**config.mk**
```make
export PLATFORM = sky130hd
export DESIGN_NAME = fuel_cell_start_purge_controller
export DESIGN_NICKNAME = d
export VERILOG_FILES = /design/src/hdl/fcsp_pkg.sv /design/src/hdl/fuel_cell_start_purge_controller.sv
export SDC_FILE = /design/constraint.sdc
export NUM_CORES = 1
export LEC_CHECK = 0
export BUFFER_PORTS_ARGS = -buffer_cell sky130_fd_sc_hd__buf_4
export CAP_MARGIN = 20
export CORE_ASPECT_RATIO = 1.1
export CORE_MARGIN = 2
export CORE_UTILIZATION = 60
export DETAILED_ROUTE_END_ITERATION = 8
export HOLD_SLACK_MARGIN = 0.15
export PLACE_DENSITY = 0.86
export SLEW_MARGIN = 20
export SYNTH_ARGS = -nofsm -noshare
export SYNTH_HDL_FRONTEND = slang
export SYNTH_SLANG_ARGS = --single-unit
```
**constraint.sdc**
```tcl
create_clock -name clk -period 10 [get_ports clk]
set_input_delay 1.5 -clock clk [delete_from_list [all_inputs] [get_ports clk]]
set_output_delay 1.5 -clock clk [all_outputs]
set_load 0.02 [all_outputs]
```
**src/hdl/fcsp_pkg.sv**
```systemverilog
`timescale 1ns / 1ps

package fcsp_pkg;

	// event codes on the action field
	localparam logic [1:0] ACT_TICK        = 2'd0;
	localparam logic [1:0] ACT_START_CLOSE = 2'd1;
	localparam logic [1:0] ACT_VALVE       = 2'd2;
	localparam logic [1:0] ACT_PURGE_COUNT = 2'd3;

	// fan commands
	localparam logic [1:0] FAN_NONE    = 2'd0;
	localparam logic [1:0] FAN_MIN_RUN = 2'd1;
	localparam logic [1:0] FAN_IDLE    = 2'd2;
	localparam logic [1:0] FAN_STOP    = 2'd3;

	// configuration register indexes
	localparam int unsigned CFG_IDX_W = 3;
	localparam logic [CFG_IDX_W-1:0] REG_START_VOLTAGE     = 3'd0;
	localparam logic [CFG_IDX_W-1:0] REG_CLOSE_VOLTAGE     = 3'd1;
	localparam logic [CFG_IDX_W-1:0] REG_PURGE_OPEN_TIME   = 3'd2;
	localparam logic [CFG_IDX_W-1:0] REG_FORCED_PERIOD     = 3'd3;
	localparam logic [CFG_IDX_W-1:0] REG_FORCED_OPEN_TIME  = 3'd4;
	localparam logic [CFG_IDX_W-1:0] REG_STARTUP_PURGE     = 3'd5;
	localparam logic [CFG_IDX_W-1:0] REG_CHARGE_THRESHOLD  = 3'd6;

	// configuration reset values
	localparam logic [15:0] RST_START_VOLTAGE    = 16'd3000;
	localparam logic [15:0] RST_CLOSE_VOLTAGE    = 16'd2000;
	localparam logic [15:0] RST_PURGE_OPEN_TIME  = 16'd225;
	localparam logic [31:0] RST_FORCED_PERIOD    = 32'd600000;
	localparam logic [15:0] RST_FORCED_OPEN_TIME = 16'd3000;
	localparam logic [15:0] RST_STARTUP_PURGE    = 16'd3000;
	localparam logic [31:0] RST_CHARGE_THRESHOLD = 32'd10000000;

	// minimum charge added per tick at low stack current
	localparam logic [15:0] MIN_CHARGE_STEP = 16'd100;

	// idle readiness limits
	localparam logic [15:0] IDLE_V_MAX   = 16'd100;
	localparam logic [15:0] IDLE_I_MAX   = 16'd100;
	localparam logic [15:0] IDLE_BI_LT   = 16'd500;
	localparam logic [15:0] BV_GT_IDLE   = 16'd4400;
	localparam logic [15:0] BV_MAX       = 16'd5000;
	localparam logic [15:0] IDLE_T_LT    = 16'd4000;
	localparam logic [7:0]  IDLE_P_MAX   = 8'd2;

	// running readiness limits
	localparam logic [15:0] RUN_V_MIN    = 16'd4500;
	localparam logic [15:0] RUN_V_LT     = 16'd8000;
	localparam logic [15:0] RUN_I_MAX    = 16'd6000;
	localparam logic [15:0] RUN_BI_LT    = 16'd5500;
	localparam logic [15:0] RUN_BV_MIN   = 16'd4400;
	localparam logic [15:0] RUN_T_LT     = 16'd5500;
	localparam logic [15:0] RUN_CT_LT    = 16'd6500;
	localparam logic [7:0]  RUN_P_GT     = 8'd5;
	localparam logic [7:0]  RUN_P_MAX    = 8'd35;

	function automatic logic idle_ok(input logic [15:0] v, input logic [15:0] i,
			input logic [15:0] bi, input logic [15:0] bv, input logic [15:0] t,
			input logic [15:0] ct, input logic [7:0] p);
		return (v <= IDLE_V_MAX) && (i <= IDLE_I_MAX) && (bi < IDLE_BI_LT) &&
			(bv > BV_GT_IDLE) && (bv <= BV_MAX) && (t < IDLE_T_LT) &&
			(ct < IDLE_T_LT) && (p <= IDLE_P_MAX);
	endfunction

	function automatic logic run_ok(input logic [15:0] v, input logic [15:0] i,
			input logic [15:0] bi, input logic [15:0] bv, input logic [15:0] t,
			input logic [15:0] ct, input logic [7:0] p);
		return (v >= RUN_V_MIN) && (v < RUN_V_LT) && (i <= RUN_I_MAX) &&
			(bi < RUN_BI_LT) && (bv >= RUN_BV_MIN) && (bv <= BV_MAX) &&
			(t != 16'd0) && (t < RUN_T_LT) && (ct < RUN_CT_LT) &&
			(p > RUN_P_GT) && (p <= RUN_P_MAX);
	endfunction

endpackage

```
**src/hdl/fuel_cell_start_purge_controller.sv**
```systemverilog
`timescale 1ns / 1ps

// Fuel-cell stack start, shutdown and purge-valve sequencer.
// Input channel (in_valid/in_ready): one event beat per item, selected by
// action: 1 ms tick, start/close check, valve control, purge count.
// Output channel (out_valid/out_ready): exactly one result beat per event,
// carrying valve drive, started/purging flags, readiness and fan command.
// Configuration channel (cfg_valid/cfg_ready/cfg_index/cfg_data): always
// ready; write only while no event is in flight. Unknown indexes are dropped.
// An accepted event is held in the input register, and its result is then
// loaded into the result register. Throughput: one event per cycle while the
// receiver takes results, set by the single compare and update stage between
// the input and result registers; the controller state updates at the same
// edge the result is registered. When the receiver stalls, the result register
// holds, the input register fills, and in_ready drops until out_ready returns.
// Reset (arst_n low) clears all flags, timers and the charge accumulator,
// loads default configuration values and empties both stages.
module fuel_cell_start_purge_controller (
	input  logic                              clk,
	input  logic                              arst_n,
	input  logic                              in_valid,
	output logic                              in_ready,
	input  logic [1:0]                        action,
	input  logic [15:0]                       stack_voltage,
	input  logic [15:0]                       stack_current,
	input  logic [15:0]                       battery_current,
	input  logic [15:0]                       battery_voltage,
	input  logic [15:0]                       stack_temp,
	input  logic [15:0]                       case_temp,
	input  logic [7:0]                        tank_pressure,
	output logic                              out_valid,
	input  logic                              out_ready,
	output logic                              valve_open,
	output logic                              stack_started,
	output logic                              startup_purging,
	output logic                              system_ready,
	output logic [1:0]                        fan_command,
	input  logic                              cfg_valid,
	output logic                              cfg_ready,
	input  logic [fcsp_pkg::CFG_IDX_W-1:0]    cfg_index,
	input  logic [31:0]                       cfg_data
);

	// configuration
	logic [15:0] start_voltage_q, close_voltage_q, purge_open_time_q;
	logic [15:0] forced_open_time_q, startup_purge_time_q;
	logic [31:0] forced_period_q, charge_threshold_q;

	// controller state
	logic        started_q, startup_q, request_q, valve_q, ready_q;
	logic [15:0] purge_timer_q, startup_timer_q;
	logic [31:0] forced_timer_q, charge_q;

	// input stage
	logic        valid_s1;
	logic [1:0]  action_s1;
	logic [15:0] v_s1, i_s1, bi_s1, bv_s1, t_s1, ct_s1;
	logic [7:0]  p_s1;

	// result register
	logic        out_valid_q, valve_out_q, started_out_q, startup_out_q, ready_out_q;
	logic [1:0]  fan_out_q;

	logic        take_s1;

	// next-state values
	logic        started_d, startup_d, request_d, valve_d, ready_d;
	logic [15:0] purge_timer_d, startup_timer_d;
	logic [31:0] forced_timer_d, charge_d;
	logic [1:0]  fan_d;

	assign take_s1   = valid_s1 && (!out_valid_q || out_ready);
	assign in_ready  = !valid_s1 || take_s1;
	assign cfg_ready = 1'b1;

	assign out_valid       = out_valid_q;
	assign valve_open      = valve_out_q;
	assign stack_started   = started_out_q;
	assign startup_purging = startup_out_q;
	assign system_ready    = ready_out_q;
	assign fan_command     = fan_out_q;

	always_ff @(posedge clk or negedge arst_n) begin
		if (!arst_n) begin
			start_voltage_q      <= fcsp_pkg::RST_START_VOLTAGE;
			close_voltage_q      <= fcsp_pkg::RST_CLOSE_VOLTAGE;
			purge_open_time_q    <= fcsp_pkg::RST_PURGE_OPEN_TIME;
			forced_period_q      <= fcsp_pkg::RST_FORCED_PERIOD;
			forced_open_time_q   <= fcsp_pkg::RST_FORCED_OPEN_TIME;
			startup_purge_time_q <= fcsp_pkg::RST_STARTUP_PURGE;
			charge_threshold_q   <= fcsp_pkg::RST_CHARGE_THRESHOLD;
		end else if (cfg_valid) begin
			case (cfg_index)
				fcsp_pkg::REG_START_VOLTAGE:    start_voltage_q      <= cfg_data[15:0];
				fcsp_pkg::REG_CLOSE_VOLTAGE:    close_voltage_q      <= cfg_data[15:0];
				fcsp_pkg::REG_PURGE_OPEN_TIME:  purge_open_time_q    <= cfg_data[15:0];
				fcsp_pkg::REG_FORCED_PERIOD:    forced_period_q      <= cfg_data;
				fcsp_pkg::REG_FORCED_OPEN_TIME: forced_open_time_q   <= cfg_data[15:0];
				fcsp_pkg::REG_STARTUP_PURGE:    startup_purge_time_q <= cfg_data[15:0];
				fcsp_pkg::REG_CHARGE_THRESHOLD: charge_threshold_q   <= cfg_data;
				default: begin
				end
			endcase
		end
	end

	// input stage
	always_ff @(posedge clk or negedge arst_n) begin
		if (!arst_n) begin
			valid_s1 <= 1'b0;
		end else if (in_ready) begin
			valid_s1 <= in_valid;
		end
	end

	always_ff @(posedge clk) begin
		if (in_ready && in_valid) begin
			action_s1 <= action;
			v_s1      <= stack_voltage;
			i_s1      <= stack_current;
			bi_s1     <= battery_current;
			bv_s1     <= battery_voltage;
			t_s1      <= stack_temp;
			ct_s1     <= case_temp;
			p_s1      <= tank_pressure;
		end
	end

	always_comb begin
		logic [15:0] add;
		logic [32:0] sum;
		started_d       = started_q;
		startup_d       = startup_q;
		request_d       = request_q;
		valve_d         = valve_q;
		ready_d         = ready_q;
		purge_timer_d   = purge_timer_q;
		startup_timer_d = startup_timer_q;
		forced_timer_d  = forced_timer_q;
		charge_d        = charge_q;
		fan_d           = fcsp_pkg::FAN_NONE;
		add = (i_s1 <= fcsp_pkg::MIN_CHARGE_STEP) ? fcsp_pkg::MIN_CHARGE_STEP : i_s1;
		sum = {1'b0, charge_q} + {17'd0, add};

		case (action_s1)
			fcsp_pkg::ACT_TICK: begin
				if (purge_timer_q != 16'hFFFF) purge_timer_d = purge_timer_q + 16'd1;
				if (startup_timer_q != 16'hFFFF) startup_timer_d = startup_timer_q + 16'd1;
				if (forced_timer_q != 32'hFFFF_FFFF) forced_timer_d = forced_timer_q + 32'd1;
				charge_d = sum[32] ? 32'hFFFF_FFFF : sum[31:0];
			end
			fcsp_pkg::ACT_START_CLOSE: begin
				if (!started_q && !startup_q && (v_s1 > start_voltage_q)) begin
					startup_d = 1'b1;
					fan_d     = fcsp_pkg::FAN_MIN_RUN;
				end
				if (!started_q && !startup_q && (v_s1 < start_voltage_q)) begin
					forced_timer_d = 32'd0;
					request_d      = 1'b0;
					charge_d       = 32'd0;
					valve_d        = 1'b0;
					fan_d          = fcsp_pkg::FAN_IDLE;
				end
				if (started_q && !startup_q && (v_s1 < close_voltage_q)) begin
					started_d = 1'b0;
					valve_d   = 1'b0;
					fan_d     = fcsp_pkg::FAN_STOP;
				end
				// readiness follows the flags as just updated
				if (started_d) begin
					ready_d = fcsp_pkg::run_ok(v_s1, i_s1, bi_s1, bv_s1, t_s1, ct_s1, p_s1);
				end else if (!startup_d) begin
					ready_d = fcsp_pkg::idle_ok(v_s1, i_s1, bi_s1, bv_s1, t_s1, ct_s1, p_s1);
				end
			end
			fcsp_pkg::ACT_VALVE: begin
				if (started_q) begin
					if (request_q && !valve_q) begin
						valve_d       = 1'b1;
						purge_timer_d = 16'd0;
						request_d     = 1'b0;
					end
					if (forced_timer_q > forced_period_q) begin
						if (purge_timer_d > forced_open_time_q && valve_d) begin
							purge_timer_d  = 16'd0;
							forced_timer_d = 32'd0;
							valve_d        = 1'b0;
						end
					end else if (purge_timer_d > purge_open_time_q && valve_d) begin
						purge_timer_d = 16'd0;
						valve_d       = 1'b0;
					end
				end else if (startup_q) begin
					if (!valve_q) begin
						valve_d         = 1'b1;
						startup_timer_d = 16'd0;
					end
					if (startup_timer_d > startup_purge_time_q && valve_d) begin
						startup_timer_d = 16'd0;
						valve_d         = 1'b0;
						startup_d       = 1'b0;
						started_d       = 1'b1;
					end
				end
			end
			fcsp_pkg::ACT_PURGE_COUNT: begin
				if (charge_q > charge_threshold_q && !request_q && !valve_q) begin
					request_d = 1'b1;
					charge_d  = 32'd0;
				end
				if (forced_timer_q > forced_period_q && !request_d && !valve_q) begin
					request_d = 1'b1;
				end
			end
			default: begin
			end
		endcase
	end

	always_ff @(posedge clk or negedge arst_n) begin
		if (!arst_n) begin
			started_q       <= 1'b0;
			startup_q       <= 1'b0;
			request_q       <= 1'b0;
			valve_q         <= 1'b0;
			ready_q         <= 1'b0;
			purge_timer_q   <= 16'd0;
			startup_timer_q <= 16'd0;
			forced_timer_q  <= 32'd0;
			charge_q        <= 32'd0;
		end else if (take_s1) begin
			started_q       <= started_d;
			startup_q       <= startup_d;
			request_q       <= request_d;
			valve_q         <= valve_d;
			ready_q         <= ready_d;
			purge_timer_q   <= purge_timer_d;
			startup_timer_q <= startup_timer_d;
			forced_timer_q  <= forced_timer_d;
			charge_q        <= charge_d;
		end
	end

	// result register: load on a processed event, drop on a taken beat
	always_ff @(posedge clk or negedge arst_n) begin
		if (!arst_n) begin
			out_valid_q <= 1'b0;
		end else if (take_s1) begin
			out_valid_q <= 1'b1;
		end else if (out_ready) begin
			out_valid_q <= 1'b0;
		end
	end

	always_ff @(posedge clk) begin
		if (take_s1) begin
			valve_out_q   <= valve_d;
			started_out_q <= started_d;
			startup_out_q <= startup_d;
			ready_out_q   <= ready_d;
			fan_out_q     <= fan_d;
		end
	end

	a_flags_exclusive: assert property (@(posedge clk) disable iff (!arst_n)
		!(started_q && startup_q))
		else $error("started and startup purge flags both set");

	a_take_loads_result: assert property (@(posedge clk) disable iff (!arst_n)
		take_s1 |=> out_valid_q)
		else $error("processed event left no result");

	a_purge_timer_sat: assert property (@(posedge clk) disable iff (!arst_n)
		(take_s1 && action_s1 == fcsp_pkg::ACT_TICK && purge_timer_q == 16'hFFFF)
		|=> purge_timer_q == 16'hFFFF)
		else $error("purge timer wrapped");

	a_stop_means_stopped: assert property (@(posedge clk) disable iff (!arst_n)
		(out_valid_q && fan_out_q == fcsp_pkg::FAN_STOP) |-> !started_out_q)
		else $error("fan stop with stack still started");

	a_min_run_means_purging: assert property (@(posedge clk) disable iff (!arst_n)
		(out_valid_q && fan_out_q == fcsp_pkg::FAN_MIN_RUN) |-> startup_out_q)
		else $error("fan minimum run without startup purge");

endmodule

```
Yosys cells after proc, flatten, opt, wreduce, memory -nomap -nowiden
Cells that the tools add are included.
- add/subtract/negate cells: 4
- magnitude comparators: 25
- equal/unequal tests: 23
- muxes and demuxes: 70
- reductions and logical operators: 61
- operators by type and width (operator ; count):
    $mux W16 ; 17
    $mux W32 ; 7
    $pmux W32 S3 ; 2
    $gt A16 B16 Y1 ; 4
    $gt A32 B32 Y1 ; 2
    $lt A16 B13 Y1 const B ; 4
    $pmux W16 S2 ; 2
    $mux W1 ; 36
    $add A32 B16 Y33 ; 1
    $add A16 B1 Y16 const B ; 2
    $add A32 B1 Y32 const B ; 1
    $ge A16 B13 Y1 const B ; 2
    $le A16 B13 Y1 const B ; 2
    $le A16 B7 Y1 const B ; 2
    $logic_and A1 B1 Y1 ; 32
    $lt A16 B12 Y1 const B ; 2
    $lt A16 B16 Y1 ; 2
    $ne A16 B16 Y1 const B ; 2
    $ne A32 B32 Y1 const B ; 1
    $ne A2 B2 Y1 const B ; 11
    $gt A16 B13 Y1 const B ; 1
    $lt A16 B9 Y1 const B ; 1
    $reduce_bool A16 Y1 ; 1
    $reduce_and A2 Y1 ; 7
    other kinds (20) ; 39
- register bits after elaboration: 359
- input port bits: 146
- output and inout port bits: 9
- word-level logic and storage cells: 214

Depth between registers and ports, before layout
- depth after elaboration: 13
- gate-level depth with buffers: 15
- mapped depth without buffers: 14

Worst setup path before layout
OpenSTA, ideal clock, no wires.
- path kind: input to register
- from: in out_ready
- to: reg action_s1[0], enable pin
- setup time: 472 ps
- arrival time: 4160 ps
- required time: 9528 ps
- slack: 5368 ps
- stages on the path: 2
- buffers on the path: 0
- path through: nand3b_1 and2_1
- longest elaborated chain between the ends: 4
- ends and longest elaborated chain (item ; line ; source):
    start: declaration ; fuel_cell_start_purge_controller.sv:32 ; input logic out_ready,
    $logic_or A1 B1 Y1 ; fuel_cell_start_purge_controller.sv:72 ; assign take_s1 = valid_s1 && (!out_valid_q || out_ready);
    $logic_and A1 B1 Y1 ; fuel_cell_start_purge_controller.sv:72 ;
    $logic_or A1 B1 Y1 ; fuel_cell_start_purge_controller.sv:73 ; assign in_ready = !valid_s1 || take_s1;
    $logic_and A1 B1 Y1 ; fuel_cell_start_purge_controller.sv:117 ; if (in_ready && in_valid) begin
    end signal: assignment ; fuel_cell_start_purge_controller.sv:118 ; action_s1 <= action;
    end: declaration ; fuel_cell_start_purge_controller.sv:56 ; logic [1:0] action_s1;
Every way passes these cells.
A chain may end at the register's enable or synchronous reset.

Final worst setup path
- from: reg valve_q
- to: reg forced_timer_q[1]
- longest elaborated chain between the ends: 9
- elaborated cells on any way between the ends: 12
- classes of those cells: order compare (1); eq/ne (1); mux (6); reduce/logical (4)
- ends and longest elaborated chain (item ; line ; source):
    start: declaration ; fuel_cell_start_purge_controller.sv:50 ; logic started_q, startup_q, request_q, valve_q, ready_q;
    start signal: assignment ; fuel_cell_start_purge_controller.sv:235 ; valve_q <= valve_d;
    $logic_not A1 Y1 ; fuel_cell_start_purge_controller.sv:178 ; if (request_q && !valve_q) begin
    $logic_and A1 B1 Y1 ; fuel_cell_start_purge_controller.sv:178 ;
    $mux W16 ; fuel_cell_start_purge_controller.sv:178 ;
    $mux W16 ; fuel_cell_start_purge_controller.sv:177 ; if (started_q) begin
    $mux W16 ; fuel_cell_start_purge_controller.sv:145 ; case (action_s1)
    $gt A16 B16 Y1 ; fuel_cell_start_purge_controller.sv:184 ; if (purge_timer_d > forced_open_time_q && valve_d) begin
    $logic_and A1 B1 Y1 * ; fuel_cell_start_purge_controller.sv:184 ;
    $ne A2 B2 Y1 (no line) * ; -- ;
    $reduce_and A7 Y1 (no line) * ; -- ;
    end signal: assignment ; fuel_cell_start_purge_controller.sv:239 ; forced_timer_q <= forced_timer_d;
    end: declaration ; fuel_cell_start_purge_controller.sv:52 ; logic [31:0] forced_timer_q, charge_q;
Every way passes the cells marked *; elsewhere a longest branch is shown, timed or not. The select of a mux whose other input is x is not followed.

==> flow_summary.toml <==
[pwr]
vdd_drop_max_uv = 198
p_leak_nw = 10.1
power.density_nw_per_um2 = 201

[layout]
drive_gt1_share_pct = 18.9
nFillCells = 2133
finalNetCount = 2371
finalInstanceArea_um2 = 22500
antenna_cells = 0
multi_input_area_um2 = 9300
seqCellArea_um2 = 9480
area_growth_pct = 13.9
final_util_pct = 69.5

[clocking]
cts_buffers = 37
post_cts_buffers = 0
cts-root-buf = "clkbuf_16"
tritoncts = "yes"
clk_pin_slew_worst_paths_ns = 0.06
clk-insertion-delay-late_ns = 0.54
htree_num_levels = 2
ctsResizeCount = 0
clock_sinks = 355
cts_hold_buf = 0
cts_buffer_depth = 3

[yosys]
synth_seq_area_share_pct = 48.0
syn_inst = 1929
synthesis.area_um2 = 19800
syn-num-nets = 2244
yosys_warnings = 0
avgSynthCellArea_um2 = 10.2
yosysMostFrequentCell = "dfrtp_1"
synth-seq-cells = 355
synth_area_leaders = "dfrtp_1 25%, edfxtp_1 16%, ha_1 11%"
yosys.area.top_type = "dfrtp_1"
yosys-top-cells-count = "200 x dfrtp_1, 184 x nand2_1, 174 x inv_1"
async_flop_share_pct = 69.6
ys_types = 85
ys.flop_type = "dfrtp_1"
synth_edf_count = 108
synthDominantCellAreaShare_pct = 25.3

[setup_path]
cp_data_arrival_time_ns = 4.91
startpoint_type = "register"
worstPathMaxFanout = 32
worstSetupPathType = "reg -> reg"
cp-end-kind = "register"
required_ns = 10.42

[drt]
vias_per_cell = 6.22
wl_per_cell_um = 19.7
first_iter_violations = 1273
vias = 15601
drtPass1Iterations = 8
detail-route-antenna-nets = 0
drcViolationCount = 0
wl_um = 49500

[floorplan]
pin_count = 155
initial_core_util_pct = 61.0
dieHeight_um = 194
core_area_um2 = 32400
die_w_um = 177
rows = 69
die-area_um2 = 34400

[timing]
setup_viol = 0
finalMaxSlewViolations = 0
rsz0062_at_grt = "false"
slew_headroom_pct = 31.0
worst_slack_ns = 5.50
worstMarginPinSlew_ns = 1.04
period_share_pct = 45.0
fin_skew_ns = 0.0211
fin_crit_ns = 4.50
fin_tns_setup_ns = 0
fmax_mhz = 222
hold_viol_final = 0
holdWs_ns = 0.491

[grt]
grt_pass1_wl_um = 80100
grt-ovfl-total = 0
grt_pass1_vias = 15871
grt_use_total_pct = 29.0
grt_max_degree = 122
antenna_found_initial = 0

[run]
drv_cap = 0

[placed_design]
numPortBuffers = 149
dpl_cell_area_um2 = 21200
place_congestion = 0.947
dpl.hpwl_um = 34400
post-place-ws_ns = 5.51

[status]
outcome = "complete, no violations"

[hold_path]
hp-class = "reg -> reg"
## layout by cell type (no fill, tap or decap), types with 38 or more instances in the layout
master,Yosys,routed
nand4_1,44,44
inv_1,174,174
a21oi_1,72,72
nor2_1,97,97
and2_1,57,56
dfrtp_1,200,200
dfstp_2,47,47
mux2_2,88,88
a31oi_1,50,50
buf_4,3,163
nand3_1,56,56
nand2_1,184,184
edfxtp_1,108,108
ha_1,168,167
clkbuf_16,0,38
o21ai_0,137,137
## metal layers
layer  routed length [um]  track usage [%]  vias up
li1                     -                -     7210
met1                19400             36.3     7516
met2                24100             48.6      687
met3                 3400             4.62      188
met4                 2570             14.5        0
met5                    0                0        -
## cell type report
cell class | count | area share (%)
Multi-Input combinational cell | 1324 | 41.3
Timing Repair Buffer | 164 | 5.50
Clock buffer | 43 | 4.40
Clock inverter | 24 | 1.41
Sequential cell | 355 | 42.1
Inverter | 174 | 2.90
Tap cell | 426 | 2.37
## state kept, by name, indices dropped and copies added, names as in the netlist, 32 cells and up
name and cells:
charge_q 32, charge_threshold_q 32, forced_period_q 32, forced_timer_q 32
## worst max-delay path, cell delays in order (launching register included)
cell and delay (ns):
dfrtp_1 0.62, inv_1 0.30, nand2_1 0.37, and2_1 0.35, ha_1 0.32, nand2_1 0.07, or4_1 0.55, o221ai_1 0.21
o21ai_1 0.19, o31ai_4 0.26, buf_4 0.38, nand2_4 0.33, mux2_4 0.39
## logic make-up (layout without fill, tap and decap cells)
group                    after synthesis  after routing  share of synthesized area (%)
AO/OA/AOI/OAI                        457            457                           15.0
XOR/XNOR                              23             23                           1.02
adder cells (fa/ha/maj)              169            169                           10.7
buffers and inverters                250            405                           5.15
flip-flops                           355            355                           48.0
multiplexers                          94             94                           5.37
other                                  1              1                         0.0190
AND/OR/NAND/NOR                      580            580                           14.7
## where the power goes
group          internal, mW  total (mW)  switching, mW
sequential             1.75        1.92          0.172
clock                 0.874        1.47          0.596
combinational         0.488        1.14          0.651
total                  3.11        4.53           1.42
## path summary, 6_finish.rpt
kind	start	to	slack, ns	cells after the start
setup reg to reg	valve_q	forced_timer_q[1]	5.50	12
max in group asynchronous	arst_n	forced_period_q[22]	7.44	2
min in group asynchronous	arst_n	start_voltage_q[6]	1.06	1
hold / removal	valid_s1	out_valid	0.49	1
setup / recovery	valve_q	forced_timer_q[1]	5.50	12
hold reg to reg	valid_s1	out_valid	0.49	1
## per-stage QoR
step	power, mW	instances
5_1_grt	4.76	2510
3_3_place_gp	2.94	2443
2_1_floorplan	2.69	1929
4_1_cts	4.52	2510
6_report	4.53	2510
3_5_place_dp	3.03	2443
Power figures use the tool's default switching activity.
